`src/rtl/ulrd_pkg.sv`:
```
// ----------------------------------------------------------------------------
// ulrd_pkg: shared types and constants of the uart line receive demux
// Item kinds, classified item, result record and character codes.
// ----------------------------------------------------------------------------
package ulrd_pkg;

  // request kinds
  typedef enum logic [1:0] {
    KIND_RX     = 2'd0,
    KIND_ARM    = 2'd1,
    KIND_CANCEL = 2'd2,
    KIND_POP    = 2'd3
  } kind_e;

  // character codes
  localparam logic [7:0] CHAR_NL = 8'h0A;
  localparam logic [7:0] CHAR_N  = 8'h4E;
  localparam logic [7:0] CHAR_G  = 8'h47;
  localparam logic [7:0] CHAR_0  = 8'h30;
  localparam logic [7:0] CHAR_9  = 8'h39;
  localparam logic [7:0] CHAR_A  = 8'h41;
  localparam logic [7:0] CHAR_F  = 8'h46;

  // saturation point of the pending line count
  localparam logic [7:0] LINE_COUNT_MAX = 8'hFF;

  // one request after classification in the front part
  typedef struct packed {
    kind_e       kind;
    logic [7:0]  data;
    logic        is_nl;
    logic        is_n;
    logic        is_g;
    logic        is_hex;
    logic [3:0]  digit;
  } item_t;

  // one result record
  typedef struct packed {
    logic        response_done;
    logic        response_ng;
    logic [15:0] response_value;
    logic        response_waiting;
    logic        pop_valid;
    logic [7:0]  pop_byte;
    logic        pop_last;
    logic [7:0]  lines_pending;
  } res_t;

endpackage

```
`src/rtl/uart_line_receive_demux.sv`:
```
// ----------------------------------------------------------------------------
// uart_line_receive_demux: receive-side demux for a line-delimited uart link
// Splits received bytes between response capture and a message ring.
// ----------------------------------------------------------------------------
//  channel   direction  handshake          payload
//  request   in         push / full        kind_i, rx_byte_i
//  result    out        pop / empty        response_*_o, pop_*_o, lines_pending_o
//  config    in         cfg_we_i           cfg_wdata_i (message enable)
//
//  one request per cycle unless a ring read or a full result queue stalls it;
//  a pop that finds a pending line reads the ring through its registered read
//  port and holds off the next request. a result passes the request queue and
//  result queue registers, and for a ring pop also the ring read register.
//  reset clears all control state; ring contents are not cleared.
//  a full result queue stalls the back part, which then fills the request queue.
// ----------------------------------------------------------------------------
module uart_line_receive_demux #(
  parameter int RING_DEPTH = 256
) (
  input  logic        clk_i,
  input  logic        rst_ni,
  input  logic        cfg_we_i,
  input  logic        cfg_wdata_i,
  input  logic        push,
  output logic        full,
  input  logic [1:0]  kind_i,
  input  logic [7:0]  rx_byte_i,
  input  logic        pop,
  output logic        empty,
  output logic        response_done_o,
  output logic        response_ng_o,
  output logic [15:0] response_value_o,
  output logic        response_waiting_o,
  output logic        pop_valid_o,
  output logic [7:0]  pop_byte_o,
  output logic        pop_last_o,
  output logic [7:0]  lines_pending_o
);
  import ulrd_pkg::*;

  item_t item;
  logic  item_valid;
  logic  item_take;
  res_t  res_in;
  res_t  res_out;
  logic  res_push;
  logic  res_room;

  // request intake
  ulrd_front u_front (
    .clk_i        (clk_i),
    .rst_ni       (rst_ni),
    .push_i       (push),
    .kind_i       (kind_i),
    .rx_byte_i    (rx_byte_i),
    .full_o       (full),
    .item_valid_o (item_valid),
    .item_o       (item),
    .item_take_i  (item_take)
  );

  // execution
  ulrd_back #(
    .RING_DEPTH (RING_DEPTH)
  ) u_back (
    .clk_i        (clk_i),
    .rst_ni       (rst_ni),
    .cfg_we_i     (cfg_we_i),
    .cfg_wdata_i  (cfg_wdata_i),
    .item_valid_i (item_valid),
    .item_i       (item),
    .item_take_o  (item_take),
    .res_room_i   (res_room),
    .res_push_o   (res_push),
    .res_o        (res_in)
  );

  // result queue
  ulrd_res_q u_res_q (
    .clk_i      (clk_i),
    .rst_ni     (rst_ni),
    .res_push_i (res_push),
    .res_i      (res_in),
    .res_room_o (res_room),
    .pop_i      (pop),
    .empty_o    (empty),
    .res_o      (res_out)
  );

  assign response_done_o    = res_out.response_done;
  assign response_ng_o      = res_out.response_ng;
  assign response_value_o   = res_out.response_value;
  assign response_waiting_o = res_out.response_waiting;
  assign pop_valid_o        = res_out.pop_valid;
  assign pop_byte_o         = res_out.pop_byte;
  assign pop_last_o         = res_out.pop_last;
  assign lines_pending_o    = res_out.lines_pending;

endmodule

```
`src/rtl/ulrd_front.sv`:
```
// ----------------------------------------------------------------------------
// ulrd_front: request intake and classification
// Decodes each request and holds it in a two-entry queue for the back part.
// ----------------------------------------------------------------------------
module ulrd_front (
  input  logic          clk_i,
  input  logic          rst_ni,
  input  logic          push_i,
  input  logic [1:0]    kind_i,
  input  logic [7:0]    rx_byte_i,
  output logic          full_o,
  output logic          item_valid_o,
  output ulrd_pkg::item_t item_o,
  input  logic          item_take_i
);
  import ulrd_pkg::*;

  item_t       slot_q [2];
  logic        wr_ptr_q, wr_ptr_d;
  logic        rd_ptr_q, rd_ptr_d;
  logic [1:0]  cnt_q, cnt_d;
  item_t       cls;
  logic        do_push, do_take;

  // classify the incoming request
  always_comb begin
    cls.kind   = kind_e'(kind_i);
    cls.data   = rx_byte_i;
    cls.is_nl  = (rx_byte_i == CHAR_NL);
    cls.is_n   = (rx_byte_i == CHAR_N);
    cls.is_g   = (rx_byte_i == CHAR_G);
    cls.is_hex = 1'b0;
    cls.digit  = 4'd0;
    if (rx_byte_i >= CHAR_0 && rx_byte_i <= CHAR_9) begin
      cls.is_hex = 1'b1;
      cls.digit  = rx_byte_i[3:0];
    end else if (rx_byte_i >= CHAR_A && rx_byte_i <= CHAR_F) begin
      cls.is_hex = 1'b1;
      cls.digit  = rx_byte_i[3:0] + 4'd9;
    end
  end

  assign full_o       = (cnt_q == 2'd2);
  assign item_valid_o = (cnt_q != 2'd0);
  assign item_o       = slot_q[rd_ptr_q];
  assign do_push      = push_i && !full_o;
  assign do_take      = item_take_i && item_valid_o;

  // queue pointers
  always_comb begin
    wr_ptr_d = wr_ptr_q ^ do_push;
    rd_ptr_d = rd_ptr_q ^ do_take;
    cnt_d    = cnt_q + {1'b0, do_push} - {1'b0, do_take};
  end

  always_ff @(posedge clk_i or negedge rst_ni) begin
    if (!rst_ni) begin
      wr_ptr_q <= 1'b0;
      rd_ptr_q <= 1'b0;
      cnt_q    <= 2'd0;
    end else begin
      wr_ptr_q <= wr_ptr_d;
      rd_ptr_q <= rd_ptr_d;
      cnt_q    <= cnt_d;
    end
  end

  // queue storage
  always_ff @(posedge clk_i) begin
    if (do_push) begin
      slot_q[wr_ptr_q] <= cls;
    end
  end

endmodule

```
`src/rtl/ulrd_back.sv`:
```
// ----------------------------------------------------------------------------
// ulrd_back: request execution
// Runs response capture, the message ring and the pending line count.
// ----------------------------------------------------------------------------
module ulrd_back #(
  parameter int RING_DEPTH = 256
) (
  input  logic            clk_i,
  input  logic            rst_ni,
  input  logic            cfg_we_i,
  input  logic            cfg_wdata_i,
  input  logic            item_valid_i,
  input  ulrd_pkg::item_t item_i,
  output logic            item_take_o,
  input  logic            res_room_i,
  output logic            res_push_o,
  output ulrd_pkg::res_t  res_o
);
  import ulrd_pkg::*;

  localparam int PW = $clog2(RING_DEPTH);
  localparam logic [PW-1:0] PTR_LAST = PW'(RING_DEPTH - 1);

  logic [7:0]    ring [RING_DEPTH];
  logic [7:0]    rd_data_q;

  logic          msg_en_q;
  logic [PW-1:0] wr_ptr_q, wr_ptr_d;
  logic [PW-1:0] rd_ptr_q, rd_ptr_d;
  logic [7:0]    cnt_q, cnt_d;
  logic          armed_q, armed_d;
  logic [1:0]    idx_q, idx_d;
  logic          first_n_q, first_n_d;
  logic          ng_q, ng_d;
  logic          hex_open_q, hex_open_d;
  logic [15:0]   acc_q, acc_d;
  logic          pop_busy_q, pop_busy_d;

  logic          take;
  logic          mem_we, mem_re;
  logic          done;
  logic          pop_last;

  assign take        = item_valid_i && !pop_busy_q && res_room_i;
  assign item_take_o = take;
  assign pop_last    = (rd_data_q == CHAR_NL);

  // execute one request, or finish a ring read
  always_comb begin
    wr_ptr_d   = wr_ptr_q;
    rd_ptr_d   = rd_ptr_q;
    cnt_d      = cnt_q;
    armed_d    = armed_q;
    idx_d      = idx_q;
    first_n_d  = first_n_q;
    ng_d       = ng_q;
    hex_open_d = hex_open_q;
    acc_d      = acc_q;
    pop_busy_d = 1'b0;
    mem_we     = 1'b0;
    mem_re     = 1'b0;
    done       = 1'b0;
    res_push_o = 1'b0;

    if (pop_busy_q) begin
      rd_ptr_d   = (rd_ptr_q == PTR_LAST) ? '0 : rd_ptr_q + 1'b1;
      if (pop_last) begin
        cnt_d = cnt_q - 8'd1;
      end
      res_push_o = 1'b1;
    end else if (take) begin
      res_push_o = 1'b1;
      unique case (item_i.kind)
        KIND_RX: begin
          if (armed_q) begin
            if (idx_q == 2'd0) begin
              first_n_d = item_i.is_n;
            end else if (idx_q == 2'd1) begin
              ng_d = first_n_q && item_i.is_g;
            end
            if (idx_q != 2'd2) begin
              idx_d = idx_q + 2'd1;
            end
            if (hex_open_q) begin
              if (item_i.is_hex) begin
                acc_d = {acc_q[11:0], item_i.digit};
              end else begin
                hex_open_d = 1'b0;
              end
            end
            if (item_i.is_nl) begin
              armed_d = 1'b0;
              done    = 1'b1;
            end
          end else if (msg_en_q) begin
            mem_we   = 1'b1;
            wr_ptr_d = (wr_ptr_q == PTR_LAST) ? '0 : wr_ptr_q + 1'b1;
            if (item_i.is_nl && cnt_q != LINE_COUNT_MAX) begin
              cnt_d = cnt_q + 8'd1;
            end
          end
        end
        KIND_ARM: begin
          armed_d    = 1'b1;
          idx_d      = 2'd0;
          first_n_d  = 1'b0;
          ng_d       = 1'b0;
          hex_open_d = 1'b1;
          acc_d      = 16'd0;
        end
        KIND_CANCEL: begin
          armed_d = 1'b0;
        end
        KIND_POP: begin
          if (cnt_q != 8'd0) begin
            mem_re     = 1'b1;
            pop_busy_d = 1'b1;
            res_push_o = 1'b0;
          end
        end
        default: begin
          armed_d = armed_q;
        end
      endcase
    end
  end

  // result record
  always_comb begin
    res_o.response_done    = done;
    res_o.response_ng      = ng_d;
    res_o.response_value   = acc_d;
    res_o.response_waiting = armed_d;
    res_o.pop_valid        = pop_busy_q;
    res_o.pop_byte         = pop_busy_q ? rd_data_q : 8'd0;
    res_o.pop_last         = pop_busy_q && pop_last;
    res_o.lines_pending    = cnt_d;
  end

  // control state
  always_ff @(posedge clk_i or negedge rst_ni) begin
    if (!rst_ni) begin
      msg_en_q   <= 1'b0;
      wr_ptr_q   <= '0;
      rd_ptr_q   <= '0;
      cnt_q      <= 8'd0;
      armed_q    <= 1'b0;
      idx_q      <= 2'd0;
      first_n_q  <= 1'b0;
      ng_q       <= 1'b0;
      hex_open_q <= 1'b1;
      acc_q      <= 16'd0;
      pop_busy_q <= 1'b0;
    end else begin
      if (cfg_we_i) begin
        msg_en_q <= cfg_wdata_i;
      end
      wr_ptr_q   <= wr_ptr_d;
      rd_ptr_q   <= rd_ptr_d;
      cnt_q      <= cnt_d;
      armed_q    <= armed_d;
      idx_q      <= idx_d;
      first_n_q  <= first_n_d;
      ng_q       <= ng_d;
      hex_open_q <= hex_open_d;
      acc_q      <= acc_d;
      pop_busy_q <= pop_busy_d;
    end
  end

  // message ring memory
  always_ff @(posedge clk_i) begin
    if (mem_we) begin
      ring[wr_ptr_q] <= item_i.data;
    end
    if (mem_re) begin
      rd_data_q <= ring[rd_ptr_q];
    end
  end

endmodule

```
`src/rtl/ulrd_res_q.sv`:
```
// ----------------------------------------------------------------------------
// ulrd_res_q: result queue
// Two-entry queue that holds finished results until they are popped.
// ----------------------------------------------------------------------------
module ulrd_res_q (
  input  logic           clk_i,
  input  logic           rst_ni,
  input  logic           res_push_i,
  input  ulrd_pkg::res_t res_i,
  output logic           res_room_o,
  input  logic           pop_i,
  output logic           empty_o,
  output ulrd_pkg::res_t res_o
);
  import ulrd_pkg::*;

  res_t       slot_q [2];
  logic       wr_ptr_q;
  logic       rd_ptr_q;
  logic [1:0] cnt_q;
  logic       do_pop;

  assign res_room_o = (cnt_q != 2'd2);
  assign empty_o    = (cnt_q == 2'd0);
  assign res_o      = slot_q[rd_ptr_q];
  assign do_pop     = pop_i && !empty_o;

  // queue pointers
  always_ff @(posedge clk_i or negedge rst_ni) begin
    if (!rst_ni) begin
      wr_ptr_q <= 1'b0;
      rd_ptr_q <= 1'b0;
      cnt_q    <= 2'd0;
    end else begin
      wr_ptr_q <= wr_ptr_q ^ res_push_i;
      rd_ptr_q <= rd_ptr_q ^ do_pop;
      cnt_q    <= cnt_q + {1'b0, res_push_i} - {1'b0, do_pop};
    end
  end

  // queue storage
  always_ff @(posedge clk_i) begin
    if (res_push_i) begin
      slot_q[wr_ptr_q] <= res_i;
    end
  end

endmodule
```
`config.mk`:
```
export PLATFORM = sky130hd
export DESIGN_NAME = uart_line_receive_demux
export DESIGN_NICKNAME = d
export VERILOG_FILES = /design/src/rtl/ulrd_pkg.sv /design/src/rtl/uart_line_receive_demux.sv /design/src/rtl/ulrd_front.sv /design/src/rtl/ulrd_back.sv /design/src/rtl/ulrd_res_q.sv
export SDC_FILE = /design/constraint.sdc
export NUM_CORES = 2
export LEC_CHECK = 0
export BUFFER_PORTS_ARGS = -buffer_cell sky130_fd_sc_hd__buf_2
export CAP_MARGIN = 25
export CORE_MARGIN = 3
export CORE_UTILIZATION = 29
export DETAILED_ROUTE_END_ITERATION = 10
export MAX_ROUTING_LAYER = met4
export PLACE_DENSITY_LB_ADDON = 0.25
export SETUP_SLACK_MARGIN = 0.15
export SKIP_LAST_GASP = 1
export SYNTH_ARGS = -nofsm -noshare
export SYNTH_HDL_FRONTEND = slang
export SYNTH_SLANG_ARGS = --single-unit
```
`constraint.sdc`:
```
create_clock -name clk_i -period 3.18 [get_ports clk_i]
set_input_delay 0.795 -clock clk_i [delete_from_list [all_inputs] [get_ports clk_i]]
set_output_delay 0.795 -clock clk_i [all_outputs]
set_load 0.005 [all_outputs]
```
==> flow_summary.yaml <==
run_status:
  status: "finished, violations left"
  violations: "setup timing"
sta:
  tightest_slew_ns: 1.21
  fin_crit_sh: 1.01
  drv_slew: 0
  finClkSkew_ns: 0.0819
  final.setup.tns_ns: -0.0257
  relSlewSlack: 0.194
  period_minus_slack_ns: 3.20
  finalHoldViolCount: 0
  setup_viol: 2
  layout_setup_ws_ns: -0.0175
  rsz0062_at_grt: "true"
  clock.fmax_mhz: 313
setup_path:
  crit-reg2reg-launch: "u_back.rd_ptr_q[0]"
  r2r-end: "u_back.rd_data_q[1]"
  critPathMaxFanout: 8
  cp-end-kind: "flop"
  setup.worst_path.start_class: "flop"
  critical_path_class: "flop to flop"
  crit_required_ns: 3.79
  cp-startpoint: "u_back.rd_ptr_q[0]"
  regToRegSetupSlack_ns: -0.02
  worstRegToRegCells: 11
  cp_data_arrival_time_ns: 3.81
min_path:
  hold_class: "primary input to flop"
  holdPathStages: 1
  min_from: "kind_i[0]"
  hold_end: "u_front.slot_q[1][16]"
power:
  p_leak_nw: 34.7
  fin_total_pwr_mw: 89.9
  seq_power_share: 0.411
  p_comb_frac: 0.282
  p_sw_mw: 26.3
  cellInternalPower_mw: 63.6
  peakVddDrop_mv: 0.649
  switching_share: 0.292
  p_clk_frac: 0.306
  power_per_cell_area_mw_per_mm2: 846
floorplanning:
  die_x_um: 554
  io_pins: 55
  row_count: 200
  die_area_mm2: 0.307
  fp.dieH_um: 554
  start_util: 0.292
  core_mm2: 0.298
detailed_routing:
  routed_wl_mm: 251
  post_drt_wl_per_cell_um: 27.6
  viasPerCell: 4.91
  ant_nets: 0
  drt_iter0_drc: 4438
  post-route-drc-count: 0
  firstDrtPassIters: 5
  num_vias: 44600
synthesis:
  synth.area.top_cells: "edfxtp_1 (75%), mux4_2 (13%), mux2i_1 (1.9%)"
  ys_seq_area_frac: 0.763
  synth_edf_count: 2166
  synthCells: 4176
  yosysTopAreaCellShare: 0.747
  synth-seq-cells: 2222
  synth_top_cell_by_area: "edfxtp_1"
  syn_nets: 4215
  avgSynthCellArea_um2: 20.8
  ys_types: 80
  syn-cell-area_mm2: 0.0870
  yosysWarnings: 0
  synth_ff_type: "edfxtp_1"
  async_reset_ff_frac: 0.0252
placement:
  dpl_cell_area_mm2: 0.0970
  routabilityCongestion: 0.835
  hpwl_mm: 162
  dpl.cell_count: 8594
  portBuffers: 54
global_routing:
  grt_max_degree: 135
  grt_overflow: 0
  grt_pass1_wl_mm: 356
  grt_use_met1: 0.224
  track_usage: 0.166
  grt_use_met2: 0.264
  gr-usage-met3: 0.0271
  busiest_layer: "met2"
  grt_pass1_vias: 46000
  antenna_found_initial: 10
clock_tree:
  clk_pin_slew_ns: 0.06
  cts-root-buf: "clkbuf_16"
  ctsHtreeMaxLevel: 4
  insertion_delay_ns: 0.88
  cts_sinks: 2222
  cts_tree: "yes"
  cts_buffers: 232
  clk_path_buf_depth: 3
finish:
  final_core_util: 0.357
  syn_to_final_growth_pct: 22.1
  layout.nets: 4990
  drive_gt1_frac: 0.345
  layout.cells.non_filler: 9092
  design_area_mm2: 0.106
run:
  cap_violations: 0
metrics by stage:
| stage | setup WS, ns | hold slack [ns] |
|---|---|---|
| 2_1_floorplan | -0.208 | 0.435 |
| 3_3_place_gp | -0.423 | 0.468 |
| 4_1_cts | -0.0232 | 0.0296 |
| 3_5_place_dp | -0.488 | 0.486 |
| 6_report | -0.0175 | 0.117 |
| 5_1_grt | -0.0753 | 0.0532 |
placed cells by master (no fill, tap or decap), drive strengths merged, types with 20 or more instances in the layout:
cell    instances
edfxtp       2166
mux2i         161
o21ai          58
nor2          320
inv            31
a22oi          46
nand2         110
nor2b          20
a21oi          69
nor3           21
buf           780
nand3          25
dfrtp          55
mux4          501
mux2           54
bufinv         28
clkbuf        284
ha             23
clkinv        115
a221oi         40
worst max-delay path by stage:
stage                                      to  slack (ns)  cells past startpoint
after detailed placement  u_back.rd_data_q[1]       -0.49                     10
after floorplan             u_back.ring[0][0]       -0.21                      3
after global routing      u_back.rd_data_q[1]       -0.08                     11
after global placement    u_back.rd_data_q[1]       -0.42                     10
final                     u_back.rd_data_q[1]       -0.02                     11
after CTS                 u_back.rd_data_q[1]       -0.02                      9
area by class of cell:
type | count | area, um^2
Antenna cell | 4 | 10.0
Clock buffer | 282 | 6070
Clock inverter | 150 | 1730
Fill cell | 27600 | 192000
Inverter | 29 | 116
Multi-Input combinational cell | 1679 | 19600
Sequential cell | 2222 | 66500
Tap cell | 3939 | 4930
Timing Repair Buffer | 787 | 7320
per-layer routing:
layer | routed length, um | vias up
li1 | - | 18800
met1 | 110000 | 24100
met2 | 121000 | 1384
met3 | 14100 | 305
met4 | 5410 | 0
met5 | 0 | -
power by group through the flow:
stage	combinational, mW	sequential, mW	clock (mW)
final	25.4	37.0	27.6
after global placement	24.0	37.5	0
after global routing	27.1	37.0	29.4
after detailed placement	24.3	37.6	0
after floorplan	14.2	37.7	0
after CTS	25.5	37.0	28.2
logic make-up (layout without fill, tap and decap cells):
logic type	after synthesis	count (layout)	share of synthesized area
fa+ha+maj	23	23	0.00331
buf+inv	275	1248	0.0191
simple gates	570	570	0.0285
mux	716	716	0.156
other cells	0	4	0
flops	2222	2222	0.763
compound gates	349	349	0.0280
xor+xnor	21	21	0.00211
registers in the layout (all words and copies together) (netlist names), 2 cells and up:
name and cells:
u_res_q.cnt_q 2, u_back.idx_q 2, u_res_q.slot_q 74, u_front.slot_q 36, u_front.cnt_q 2, u_back.wr_ptr_q 8
u_back.ring 2048, u_back.acc_q 16, u_back.rd_ptr_q 8, u_back.cnt_q 8, u_back.rd_data_q 8
synth_stat cells, types with 6 or more instances:
cell	count
edfxtp_1	2166
mux4_2	489
nor2_1	319
mux2i_1	161
nand2_1	110
clkbuf_1	107
a21oi_1	69
buf_2	55
dfrtp_1	55
mux2_2	53
o21ai_0	49
a22oi_1	46
a221oi_1	38
buf_6	29
inv_1	26
nand3_1	25
ha_1	23
nor2b_1	20
nor3_1	20
xnor2_1	19
buf_4	18
a211oi_1	17
and2_1	16
and3_1	16
buf_1	16
buf_8	13
o211ai_1	13
o22ai_1	13
a22o_1	12
a31oi_1	12
mux4_1	12
o221ai_1	12
o21ai_1	9
buf_12	8
nand4_1	8
nor4_1	8
a21o_1	6
nand2b_1	6
o2111ai_1	6
critical path, cell delays in order (launching register included):
cell	delay (ns)
dfrtp_4	0.54
buf_12	0.18
buf_12	0.14
buf_16	0.14
buf_12	0.13
mux4_2	0.51
a211oi_4	0.30
a311oi_4	0.10
a32oi_4	0.30
buf_6	0.17
a31oi_4	0.03
or3_4	0.38
what timing repair did:
item | 4_1_cts | 5_1_grt
hold buffers | 1 | 0
endpoints found under the setup margin | 433 | 561
hold endpoints to repair | 55 | 0
buffers inserted | 31 | 23
pin swaps | 22 | 22
resized for setup | 106 | 51
cloned | 5 | 2
Note: power is estimated with default switching activity, not from simulation.
